`src/hdl/tfd_pkg.sv`:
```
// Shared types, constants and the torque-to-mode lookup for the throttle frame deframer.
// Used by the front and back parts, the queue and the top level.
package tfd_pkg;

  localparam logic [7:0] START_BYTE   = 8'hFD;
  localparam logic [2:0] MODE_UNKNOWN = 3'd6;
  localparam int         QDEPTH       = 2;
  localparam int         QPTR_W       = (QDEPTH > 1) ? $clog2(QDEPTH) : 1;
  localparam int         QCNT_W       = $clog2(QDEPTH + 1);

  // Byte positions within a frame.
  localparam logic [3:0] POS_SPEED  = 4'd1;
  localparam logic [3:0] POS_WHEEL  = 4'd2;
  localparam logic [3:0] POS_FLAGS  = 4'd3;
  localparam logic [3:0] POS_TORQUE = 4'd5;
  localparam logic [3:0] POS_CHECK  = 4'd6;
  localparam logic [3:0] POS_DONE   = 4'd8;

  localparam int         NUM_MODES  = 6;
  localparam logic [7:0] TORQUE_V4  [NUM_MODES] = '{8'h00, 8'h05, 8'h07, 8'h09, 8'h0B, 8'h0D};
  localparam logic [7:0] TORQUE_V3X [NUM_MODES] = '{8'h00, 8'h05, 8'h06, 8'h07, 8'h09, 8'h0D};

  typedef enum logic [1:0] {
    CFG_FLAG_MASK    = 2'd0,
    CFG_WHEEL_SMALL  = 2'd1,
    CFG_WHEEL_LARGE  = 2'd2,
    CFG_TABLE_SELECT = 2'd3
  } cfg_idx_e;

  typedef struct packed {
    logic [7:0] flag_mask;
    logic [3:0] wheel_code_small;
    logic [3:0] wheel_code_large;
    logic       torque_table_select;
  } cfg_t;

  // A checked frame waiting to be decoded.
  typedef struct packed {
    logic [7:0] speed;
    logic [3:0] wheel_nib;
    logic [7:0] flags;
    logic [7:0] torque;
  } frame_t;

  // Lowest table index whose entry equals the torque byte, else unknown.
  function automatic logic [2:0] lookup_mode(logic [7:0] torque, logic sel);
    logic [2:0] m;
    logic [7:0] entry;
    m = MODE_UNKNOWN;
    for (int i = NUM_MODES - 1; i >= 0; i--) begin
      entry = sel ? TORQUE_V3X[i] : TORQUE_V4[i];
      if (entry == torque) begin
        m = 3'(i);
      end
    end
    return m;
  endfunction

endpackage

```
`src/hdl/tfd_if.sv`:
```
// Handshake interfaces for the received-byte channel and the result channel.
// Depends on nothing but plain logic types.
interface tfd_in_if;
  logic       valid;
  logic       ready;
  logic [7:0] rx_byte;

  modport source (output valid, output rx_byte, input ready);
  modport sink   (input valid, input rx_byte, output ready);
endinterface

interface tfd_out_if;
  logic       valid;
  logic       ready;
  logic [7:0] speed;
  logic [7:0] flags;
  logic [7:0] torque;
  logic [3:0] wheel_size;
  logic       wheel_known;
  logic [2:0] mode;

  modport source (output valid, output speed, output flags, output torque,
                  output wheel_size, output wheel_known, output mode, input ready);
  modport sink   (input valid, input speed, input flags, input torque,
                  input wheel_size, input wheel_known, input mode, output ready);
endinterface

```
`src/hdl/tfd_front.sv`:
```
// Front part: tracks the byte position, captures frame fields and checks the running XOR.
// Depends on tfd_pkg; pushes checked frames into tfd_queue.
module tfd_front
  import tfd_pkg::*;
(
  input  logic       clk_i,
  input  logic       rst_ni,
  input  logic       in_valid_i,
  input  logic [7:0] in_byte_i,
  output logic       in_ready_o,
  output logic       push_valid_o,
  output frame_t     push_data_o,
  input  logic       push_ready_i
);

  logic [3:0] pos_q, pos_d, pos_eff;
  logic [7:0] xor_q, xor_d;
  frame_t     fr_q, fr_d;
  logic       accept;

  assign in_ready_o = push_ready_i;
  assign accept     = in_valid_i && push_ready_i;
  // A start byte always restarts the frame and is itself taken as byte zero.
  assign pos_eff    = (in_byte_i == START_BYTE) ? 4'd0 : pos_q;

  always_comb begin
    pos_d = pos_q;
    xor_d = xor_q;
    fr_d  = fr_q;
    if (accept) begin
      if (pos_eff == POS_CHECK) begin
        pos_d = POS_DONE;
      end else if (pos_eff < POS_CHECK) begin
        pos_d = pos_eff + 4'd1;
      end else begin
        pos_d = pos_eff;
      end
      if (pos_eff == 4'd0) begin
        xor_d = 8'd0;
      end else if (pos_eff < POS_CHECK) begin
        xor_d = xor_q ^ in_byte_i;
      end
      if (pos_eff == POS_SPEED)  fr_d.speed     = in_byte_i;
      if (pos_eff == POS_WHEEL)  fr_d.wheel_nib = in_byte_i[3:0];
      if (pos_eff == POS_FLAGS)  fr_d.flags     = in_byte_i;
      if (pos_eff == POS_TORQUE) fr_d.torque    = in_byte_i;
    end
  end

  assign push_valid_o = accept && (pos_eff == POS_CHECK) && (xor_q == in_byte_i);
  assign push_data_o  = fr_q;

  always_ff @(posedge clk_i or negedge rst_ni) begin
    if (!rst_ni) begin
      pos_q <= 4'd0;
    end else begin
      pos_q <= pos_d;
    end
  end

  always_ff @(posedge clk_i) begin
    xor_q <= xor_d;
    fr_q  <= fr_d;
  end

endmodule

```
`src/hdl/tfd_queue.sv`:
```
// Short queue of checked frames between the front and back parts.
// Depends on tfd_pkg for the frame type and the depth.
module tfd_queue
  import tfd_pkg::*;
(
  input  logic   clk_i,
  input  logic   rst_ni,
  input  logic   push_valid_i,
  input  frame_t push_data_i,
  output logic   push_ready_o,
  output logic   pop_valid_o,
  output frame_t pop_data_o,
  input  logic   pop_ready_i
);

  frame_t              mem_q [QDEPTH];
  logic [QPTR_W-1:0]   wr_ptr_q, rd_ptr_q;
  logic [QCNT_W-1:0]   cnt_q;
  logic                push_fire, pop_fire;

  assign push_ready_o = (cnt_q != QCNT_W'(QDEPTH));
  assign pop_valid_o  = (cnt_q != '0);
  assign push_fire    = push_valid_i && push_ready_o;
  assign pop_fire     = pop_valid_o && pop_ready_i;
  assign pop_data_o   = mem_q[rd_ptr_q];

  always_ff @(posedge clk_i or negedge rst_ni) begin
    if (!rst_ni) begin
      wr_ptr_q <= '0;
      rd_ptr_q <= '0;
      cnt_q    <= '0;
    end else begin
      if (push_fire) begin
        wr_ptr_q <= (wr_ptr_q == QPTR_W'(QDEPTH - 1)) ? '0 : wr_ptr_q + 1'b1;
      end
      if (pop_fire) begin
        rd_ptr_q <= (rd_ptr_q == QPTR_W'(QDEPTH - 1)) ? '0 : rd_ptr_q + 1'b1;
      end
      if (push_fire && !pop_fire) begin
        cnt_q <= cnt_q + 1'b1;
      end else if (pop_fire && !push_fire) begin
        cnt_q <= cnt_q - 1'b1;
      end
    end
  end

  always_ff @(posedge clk_i) begin
    if (push_fire) begin
      mem_q[wr_ptr_q] <= push_data_i;
    end
  end

endmodule

```
`src/hdl/tfd_back.sv`:
```
// Back part: decodes a checked frame into the result fields and holds them in an output register.
// Depends on tfd_pkg for the frame and configuration types and the mode lookup.
module tfd_back
  import tfd_pkg::*;
(
  input  logic       clk_i,
  input  logic       rst_ni,
  input  cfg_t       cfg_i,
  input  logic       pop_valid_i,
  input  frame_t     pop_data_i,
  output logic       pop_ready_o,
  output logic       out_valid_o,
  input  logic       out_ready_i,
  output logic [7:0] speed_o,
  output logic [7:0] flags_o,
  output logic [7:0] torque_o,
  output logic [3:0] wheel_size_o,
  output logic       wheel_known_o,
  output logic [2:0] mode_o
);

  logic       valid_q;
  logic [7:0] speed_q, flags_q, torque_q;
  logic [3:0] wheel_size_q;
  logic       known_q, known;
  logic [2:0] mode_q;
  logic       load;

  assign pop_ready_o = !valid_q || out_ready_i;
  assign load        = pop_valid_i && pop_ready_o;
  assign known       = (pop_data_i.wheel_nib == cfg_i.wheel_code_small) ||
                       (pop_data_i.wheel_nib == cfg_i.wheel_code_large);

  always_ff @(posedge clk_i or negedge rst_ni) begin
    if (!rst_ni) begin
      valid_q <= 1'b0;
    end else if (pop_ready_o) begin
      valid_q <= pop_valid_i;
    end
  end

  always_ff @(posedge clk_i) begin
    if (load) begin
      speed_q      <= pop_data_i.speed;
      flags_q      <= pop_data_i.flags & cfg_i.flag_mask;
      torque_q     <= pop_data_i.torque;
      wheel_size_q <= known ? pop_data_i.wheel_nib : 4'd0;
      known_q      <= known;
      mode_q       <= lookup_mode(pop_data_i.torque, cfg_i.torque_table_select);
    end
  end

  assign out_valid_o   = valid_q;
  assign speed_o       = speed_q;
  assign flags_o       = flags_q;
  assign torque_o      = torque_q;
  assign wheel_size_o  = wheel_size_q;
  assign wheel_known_o = known_q;
  assign mode_o        = mode_q;

endmodule

```
`src/hdl/throttle_frame_deframer_unit.sv`:
```
// Throttle frame deframer: top level with the configuration registers.
// Depends on tfd_pkg, tfd_if, tfd_front, tfd_queue and tfd_back.
//
// Received bytes enter on in_i, one item per cycle while in_i is ready.
// A start byte (0xFD) restarts a seven-byte frame; the seventh byte closes
// it, and later bytes are dropped until the next start byte. A frame whose
// checksum byte equals the XOR of bytes one to five gives one item on
// out_o: speed, masked flags, torque, wheel size code and user mode. Bad
// frames give nothing. The result passes through the queue and then the
// output register. Throughput: one byte per cycle unless the queue is full,
// set by the position and XOR update in the front part.
// When out_o stalls, results wait in the output register and a two-entry
// queue; in_i drops ready only when that queue is full.
// Reset clears the byte position, empties the queue and output, and loads
// the register defaults: flag mask 0xF0, wheel codes 8 and 10, table V4.
// Configuration writes through cfg_we_i/cfg_idx_i/cfg_wdata_i take effect
// at once; the user must make them only while no frame is in flight, as the block does not enforce it.
module throttle_frame_deframer_unit
  import tfd_pkg::*;
(
  input  logic       clk_i,
  input  logic       rst_ni,
  tfd_in_if.sink     in_i,
  tfd_out_if.source  out_o,
  input  logic       cfg_we_i,
  input  logic [1:0] cfg_idx_i,
  input  logic [7:0] cfg_wdata_i
);

  cfg_t   cfg_q;
  logic   push_valid, push_ready, pop_valid, pop_ready;
  frame_t push_data, pop_data;

  always_ff @(posedge clk_i or negedge rst_ni) begin
    if (!rst_ni) begin
      cfg_q.flag_mask           <= 8'hF0;
      cfg_q.wheel_code_small    <= 4'd8;
      cfg_q.wheel_code_large    <= 4'd10;
      cfg_q.torque_table_select <= 1'b0;
    end else if (cfg_we_i) begin
      case (cfg_idx_e'(cfg_idx_i))
        CFG_FLAG_MASK:    cfg_q.flag_mask           <= cfg_wdata_i;
        CFG_WHEEL_SMALL:  cfg_q.wheel_code_small    <= cfg_wdata_i[3:0];
        CFG_WHEEL_LARGE:  cfg_q.wheel_code_large    <= cfg_wdata_i[3:0];
        CFG_TABLE_SELECT: cfg_q.torque_table_select <= cfg_wdata_i[0];
        default: ;
      endcase
    end
  end

  tfd_front u_front (
    .clk_i        (clk_i),
    .rst_ni       (rst_ni),
    .in_valid_i   (in_i.valid),
    .in_byte_i    (in_i.rx_byte),
    .in_ready_o   (in_i.ready),
    .push_valid_o (push_valid),
    .push_data_o  (push_data),
    .push_ready_i (push_ready)
  );

  tfd_queue u_queue (
    .clk_i        (clk_i),
    .rst_ni       (rst_ni),
    .push_valid_i (push_valid),
    .push_data_i  (push_data),
    .push_ready_o (push_ready),
    .pop_valid_o  (pop_valid),
    .pop_data_o   (pop_data),
    .pop_ready_i  (pop_ready)
  );

  tfd_back u_back (
    .clk_i         (clk_i),
    .rst_ni        (rst_ni),
    .cfg_i         (cfg_q),
    .pop_valid_i   (pop_valid),
    .pop_data_i    (pop_data),
    .pop_ready_o   (pop_ready),
    .out_valid_o   (out_o.valid),
    .out_ready_i   (out_o.ready),
    .speed_o       (out_o.speed),
    .flags_o       (out_o.flags),
    .torque_o      (out_o.torque),
    .wheel_size_o  (out_o.wheel_size),
    .wheel_known_o (out_o.wheel_known),
    .mode_o        (out_o.mode)
  );

endmodule

```
`src/flat_wrapper.sv`:
```
// flat-port wrapper written by rule: the top's interface ports become plain ports
module throttle_frame_deframer_unit_flat import tfd_pkg::*;
  (clk_i, rst_ni, cfg_we_i, cfg_idx_i, cfg_wdata_i, in_i_valid, in_i_rx_byte, in_i_ready, out_o_valid, out_o_speed, out_o_flags, out_o_torque, out_o_wheel_size, out_o_wheel_known, out_o_mode, out_o_ready);
  tfd_in_if in_i_i ();
  tfd_out_if out_o_i ();
  input  logic clk_i;
  input  logic rst_ni;
  input  logic cfg_we_i;
  input  logic [1:0] cfg_idx_i;
  input  logic [7:0] cfg_wdata_i;
  input wire logic [$bits(in_i_i.valid)-1:0] in_i_valid;
  input wire logic [$bits(in_i_i.rx_byte)-1:0] in_i_rx_byte;
  output wire logic [$bits(in_i_i.ready)-1:0] in_i_ready;
  output wire logic [$bits(out_o_i.valid)-1:0] out_o_valid;
  output wire logic [$bits(out_o_i.speed)-1:0] out_o_speed;
  output wire logic [$bits(out_o_i.flags)-1:0] out_o_flags;
  output wire logic [$bits(out_o_i.torque)-1:0] out_o_torque;
  output wire logic [$bits(out_o_i.wheel_size)-1:0] out_o_wheel_size;
  output wire logic [$bits(out_o_i.wheel_known)-1:0] out_o_wheel_known;
  output wire logic [$bits(out_o_i.mode)-1:0] out_o_mode;
  input wire logic [$bits(out_o_i.ready)-1:0] out_o_ready;
  assign in_i_i.valid = in_i_valid;
  assign in_i_i.rx_byte = in_i_rx_byte;
  assign in_i_ready = in_i_i.ready;
  assign out_o_valid = out_o_i.valid;
  assign out_o_speed = out_o_i.speed;
  assign out_o_flags = out_o_i.flags;
  assign out_o_torque = out_o_i.torque;
  assign out_o_wheel_size = out_o_i.wheel_size;
  assign out_o_wheel_known = out_o_i.wheel_known;
  assign out_o_mode = out_o_i.mode;
  assign out_o_i.ready = out_o_ready;
  throttle_frame_deframer_unit u_core (.clk_i(clk_i), .rst_ni(rst_ni), .in_i(in_i_i), .out_o(out_o_i), .cfg_we_i(cfg_we_i), .cfg_idx_i(cfg_idx_i), .cfg_wdata_i(cfg_wdata_i));
endmodule
```
`config.mk`:
```
export PLATFORM = sky130hd
export DESIGN_NAME = throttle_frame_deframer_unit_flat
export DESIGN_NICKNAME = d
export VERILOG_FILES = /design/src/hdl/tfd_pkg.sv /design/src/hdl/tfd_if.sv /design/src/hdl/tfd_front.sv /design/src/hdl/tfd_queue.sv /design/src/hdl/tfd_back.sv /design/src/hdl/throttle_frame_deframer_unit.sv /design/src/flat_wrapper.sv
export SDC_FILE = /design/constraint.sdc
export NUM_CORES = 1
export LEC_CHECK = 0
export ABC_AREA = 1
export BUFFER_PORTS_ARGS = -buffer_cell sky130_fd_sc_hd__buf_2
export CORE_MARGIN = 2
export CORE_UTILIZATION = 55
export CTS_CLUSTER_DIAMETER = 40
export CTS_CLUSTER_SIZE = 8
export DETAILED_ROUTE_END_ITERATION = 8
export GPL_TIMING_DRIVEN = 0
export PLACE_DENSITY = 0.75
export SLEW_MARGIN = 15
export SYNTH_ARGS = -nofsm -noshare
export SYNTH_HDL_FRONTEND = slang
export SYNTH_SLANG_ARGS = --single-unit
```
`constraint.sdc`:
```
create_clock -name clk_i -period 4.9 [get_ports clk_i]
set_clock_uncertainty 0.15 [all_clocks]
set_input_delay 0.245 -clock clk_i [delete_from_list [all_inputs] [get_ports clk_i]]
set_output_delay 0.245 -clock clk_i [all_outputs]
set_load 0.02 [all_outputs]
```
==> impl_metrics.csv <==
group,metric,value,unit
clock_network,clock_latency,0.52,ns
pwr,intPower,2.928,mW
synth,avgSynthCellArea,12.14,um^2
worst_setup_path,end_kind,"flop",
clock_network,htreeDepth,4,
global_route,top_usage_layer,"met2",
routing,vias_per_cell,5.065,
routing,ant_nets,0,
clock_network,post_cts_buffers,0,
pwr,combPwrFrac,23.5,%
clock_network,cts_made_buffers,17,
die,fp-row-count,37,
global_route,grt.total_usage,20.91,%
finish,final_cells,736,
clock_network,cts_root_buffer,"clkbuf_8",
sta,rsz0062_at_grt,"false",
clock_network,cts_resized,0,
status,outcome,"finished, final reports clean",
sta,slew_violations,0,
worst_setup_path,r2r.worst_path.cells,8,
synth,synth-xor-area-share,1.488,%
place,numPlacedInstances,682,
clock_network,clkTransAtPathRegs,0.06,ns
finish,final_core_util,70.43,%
place,dp_hpwl,7.117,mm
clock_network,cts_sinks,150,
synth,yosys_warnings,0,
sta,relSlewSlack,40.18,%
sta,setup_viol,0,
place,port_buffers,56,
sta,period_needed,3.161,ns
synth,synth_top_family_by_area,"simple AND/OR/NAND/NOR gates",
pwr,power.switching,1.195,mW
routing,drc,0,
sta,setup_tns,0,ns
clock_network,cts_hold_buf,22,
synth,ys_seq_elements,150,
routing,wl_per_cell,14.94,um
die,die_w,107.5,um
synth,synth-compound-area-share,3.762,%
synth,synth_fp_nets,513,
min_path,min_path_type,"in2reg",
worst_setup_path,path_class,"in2reg",
die,io_pins,57,
finish,drive_gt1_share,19.00,%
routing,vias,3728,
global_route,use_met2,36.21,%
global_route,grt_util_met1,25.09,%
routing,routed_wl,10.99,mm
global_route,met3_usage,4.479,%
synth,synth-simple-area-share,14.73,%
global_route,antenna_found_initial,0,
sta,hold_viol,0,
synth,seq_area_frac_synth,74.45,%
routing,drt_iter0_drc,244,
die,die_area,0.01155,mm^2
pwr,vdd_drop_max,264.1,uV
worst_setup_path,cp.arrival,3.23,ns
pwr,swShare,28.98,%
die,initial_core_util,56.77,%
synth,synthDistinctLibCells,25,
sta,hold_ws,0.06381,ns
min_path,hold_depth,3,
global_route,grt_pass1_vias,3744,
global_route,grt_max_degree,27,
die,die_y,107.5,um
pwr,totalPowerFinal,4.123,mW
clock_network,cts_tree,"done",
pwr,p_seq_share,41.6,%
pwr,p_leak,3.066,nW
global_route,grt_pass1_wl,17.85,mm
worst_setup_path,path_max_fanout,10,
sta,worst_slew_pin_slew,0.8924,ns
clock_network,cts_max_path_buffers,2,
sta,fin_crit_sh,64.52,%
worst_setup_path,required,4.97,ns
finish,antenna_cells,0,
pwr,power_density,564.6,mW/mm^2
die,coreArea,0.01037,mm^2
sta,fmaxAchievable,316.3,MHz
synth,synthCells,485,
global_route,overflow,0,
finish,nets,615,
run,cap_violations,0,
place,place_congestion,0.8462,
pwr,clock_power_share,35.0,%
worst_setup_path,worst_setup_path_start_kind,"input port",
synth,syn-cell-area,0.005887,mm^2
routing,dr.pass1.iters,5,
synth,synthAdderAreaFrac,1.063,%
finish,synthToLayoutAreaGrowth,24.06,%
synth,synth_mux_area_share,0.7651,%
-- worst max-delay path, stage by stage --
cell and delay (ns):
dlygate4sd3_1 0.51, buf_2 0.19, inv_1 0.07, nand2_1 0.06, nor2_1 0.04, nand2_1 0.20, nand2_1 0.14, inv_1 0.11
ha_1 0.17, nand4_1 0.24, nor3_2 0.79, buf_6 0.25, buf_4 0.21
-- routing by layer --
layer | up-vias | share of wire, % | wire length (um)
met1 | 1769 | 42 | 4567
met3 | 15 | 4.6 | 505
met2 | 117 | 52 | 5748
met4 | 0 | 1.6 | 172
met5 | - | 0 | 0
li1 | 1827 | - | -
-- power groups by stage --
| stage | registers [mW] | logic (mW) | clock network, mW |
|---|---|---|---|
| after CTS | 1.72 | 0.969 | 1.46 |
| after global routing | 1.73 | 1.08 | 1.51 |
| final | 1.71 | 0.967 | 1.44 |
| after global placement | 1.74 | 0.880 | 0 |
| after floorplan | 1.91 | 0.462 | 0 |
| after detailed placement | 1.74 | 0.945 | 0 |
-- cells in the mapped netlist --
master | n | share of area, %
nand2_1 | 145 | 9.2
edfxtp_1 | 124 | 63
nor2_1 | 51 | 3.3
inv_1 | 43 | 2.7
o21ai_0 | 28 | 2.4
dfrtp_1 | 19 | 8.1
nand3_1 | 16 | 1.4
a21oi_1 | 7 | 0.60
dfstp_2 | 7 | 3.1
ha_1 | 5 | 1.1
inv_2 | 5 | 0.32
xnor2_1 | 5 | 0.74
xor2_1 | 5 | 0.74
mux2_2 | 4 | 0.77
nand3b_1 | 3 | 0.38
o21ai_1 | 3 | 0.25
a21boi_1 | 2 | 0.25
buf_2 | 2 | 0.17
buf_6 | 2 | 0.38
clkbuf_1 | 2 | 0.13
nand4_1 | 2 | 0.21
nor3_1 | 2 | 0.17
a21boi_0 | 1 | 0.13
nor2_2 | 1 | 0.11
o21ai_2 | 1 | 0.15
-- registers in the layout, indices dropped and copies added, names as in the netlist --
signal	count
u_core.u_back.wheel_size_o	4
u_core.u_back.speed_o	8
u_core.u_back.out_valid_o	1
u_core.u_back.flags_o	8
u_core.u_back.wheel_known_o	1
u_core.cfg_q	17
u_core.u_back.torque_o	8
u_core.u_queue.wr_ptr_q	1
u_core.u_front.pos_q	4
u_core.u_queue.mem_q	56
u_core.u_queue.rd_ptr_q	1
u_core.u_back.mode_o	3
u_core.u_front.xor_q	8
u_core.u_front.push_data_o	28
u_core.u_queue.cnt_q	2
-- worst paths after layout --
| path | startpoint | endpoint | slack (ns) |
|---|---|---|---|
| worst min register to register | u_core.u_front.push_data_o[5]$_DFFE_PP_ | u_core.u_queue.mem_q[0][5]$_DFFE_PP_ | 0.29 |
| max in group asynchronous | rst_ni | u_core.cfg_q[9]$_DFFE_PN0P_ | 3.98 |
| min in group asynchronous | rst_ni | u_core.u_front.pos_q[0]$_DFFE_PN0N_ | 0.16 |
| worst max-delay path | in_i_rx_byte[1] | u_core.u_queue.mem_q[1][8]$_DFFE_PP_ | 1.74 |
| worst min-delay path | cfg_idx_i[0] | u_core.cfg_q[8]$_DFFE_PN1P_ | 0.06 |
| worst max register to register | u_core.u_queue.cnt_q[0]$_DFFE_PN0P_ | u_core.u_queue.mem_q[1][8]$_DFFE_PP_ | 1.94 |
-- placed cells by master, fill, tap and decap left out, types with 7 or more instances in the layout --
cell type and count:
nand2_1 145, edfxtp_1 124, buf_2 58, nor2_1 51, inv_1 43, o21ai_0 28
dlygate4sd3_1 22, dfrtp_1 19, nand3_1 16, clkbuf_16 16, bufinv_16 7, dfstp_2 7
-- cell type report --
type,instances,area (um^2)
buffer,6,40.04
clock buffer,21,429.2
clock inverter,11,230.2
fill,707,3067
inverter,48,180.2
multi-input combinational,281,1305
sequential,150,4383
tap,136,170.2
timing repair buffer,83,565.5
-- metrics by stage --
stage          cell area, um^2  setup WS (ns)
2_1_floorplan             5887          1.259
3_3_place_gp              6337        -0.1978
3_5_place_dp              6424          1.756
4_1_cts                   7303          1.767
5_1_grt                   7303          1.527
6_report                  7303          1.739
-- cells by family (layout without fill, tap and decap cells) --
logic type                 after synthesis  count (layout)
xor gates and xnor gates                10              10
muxes                                    4               4
adders and majority gates                5               5
AOI/OAI and AO/OA                       42              42
DFF                                    150             150
and+or+nand+nor                        220             220
buffers and inverters                   54             169
(Power assumes the default switching activity.)
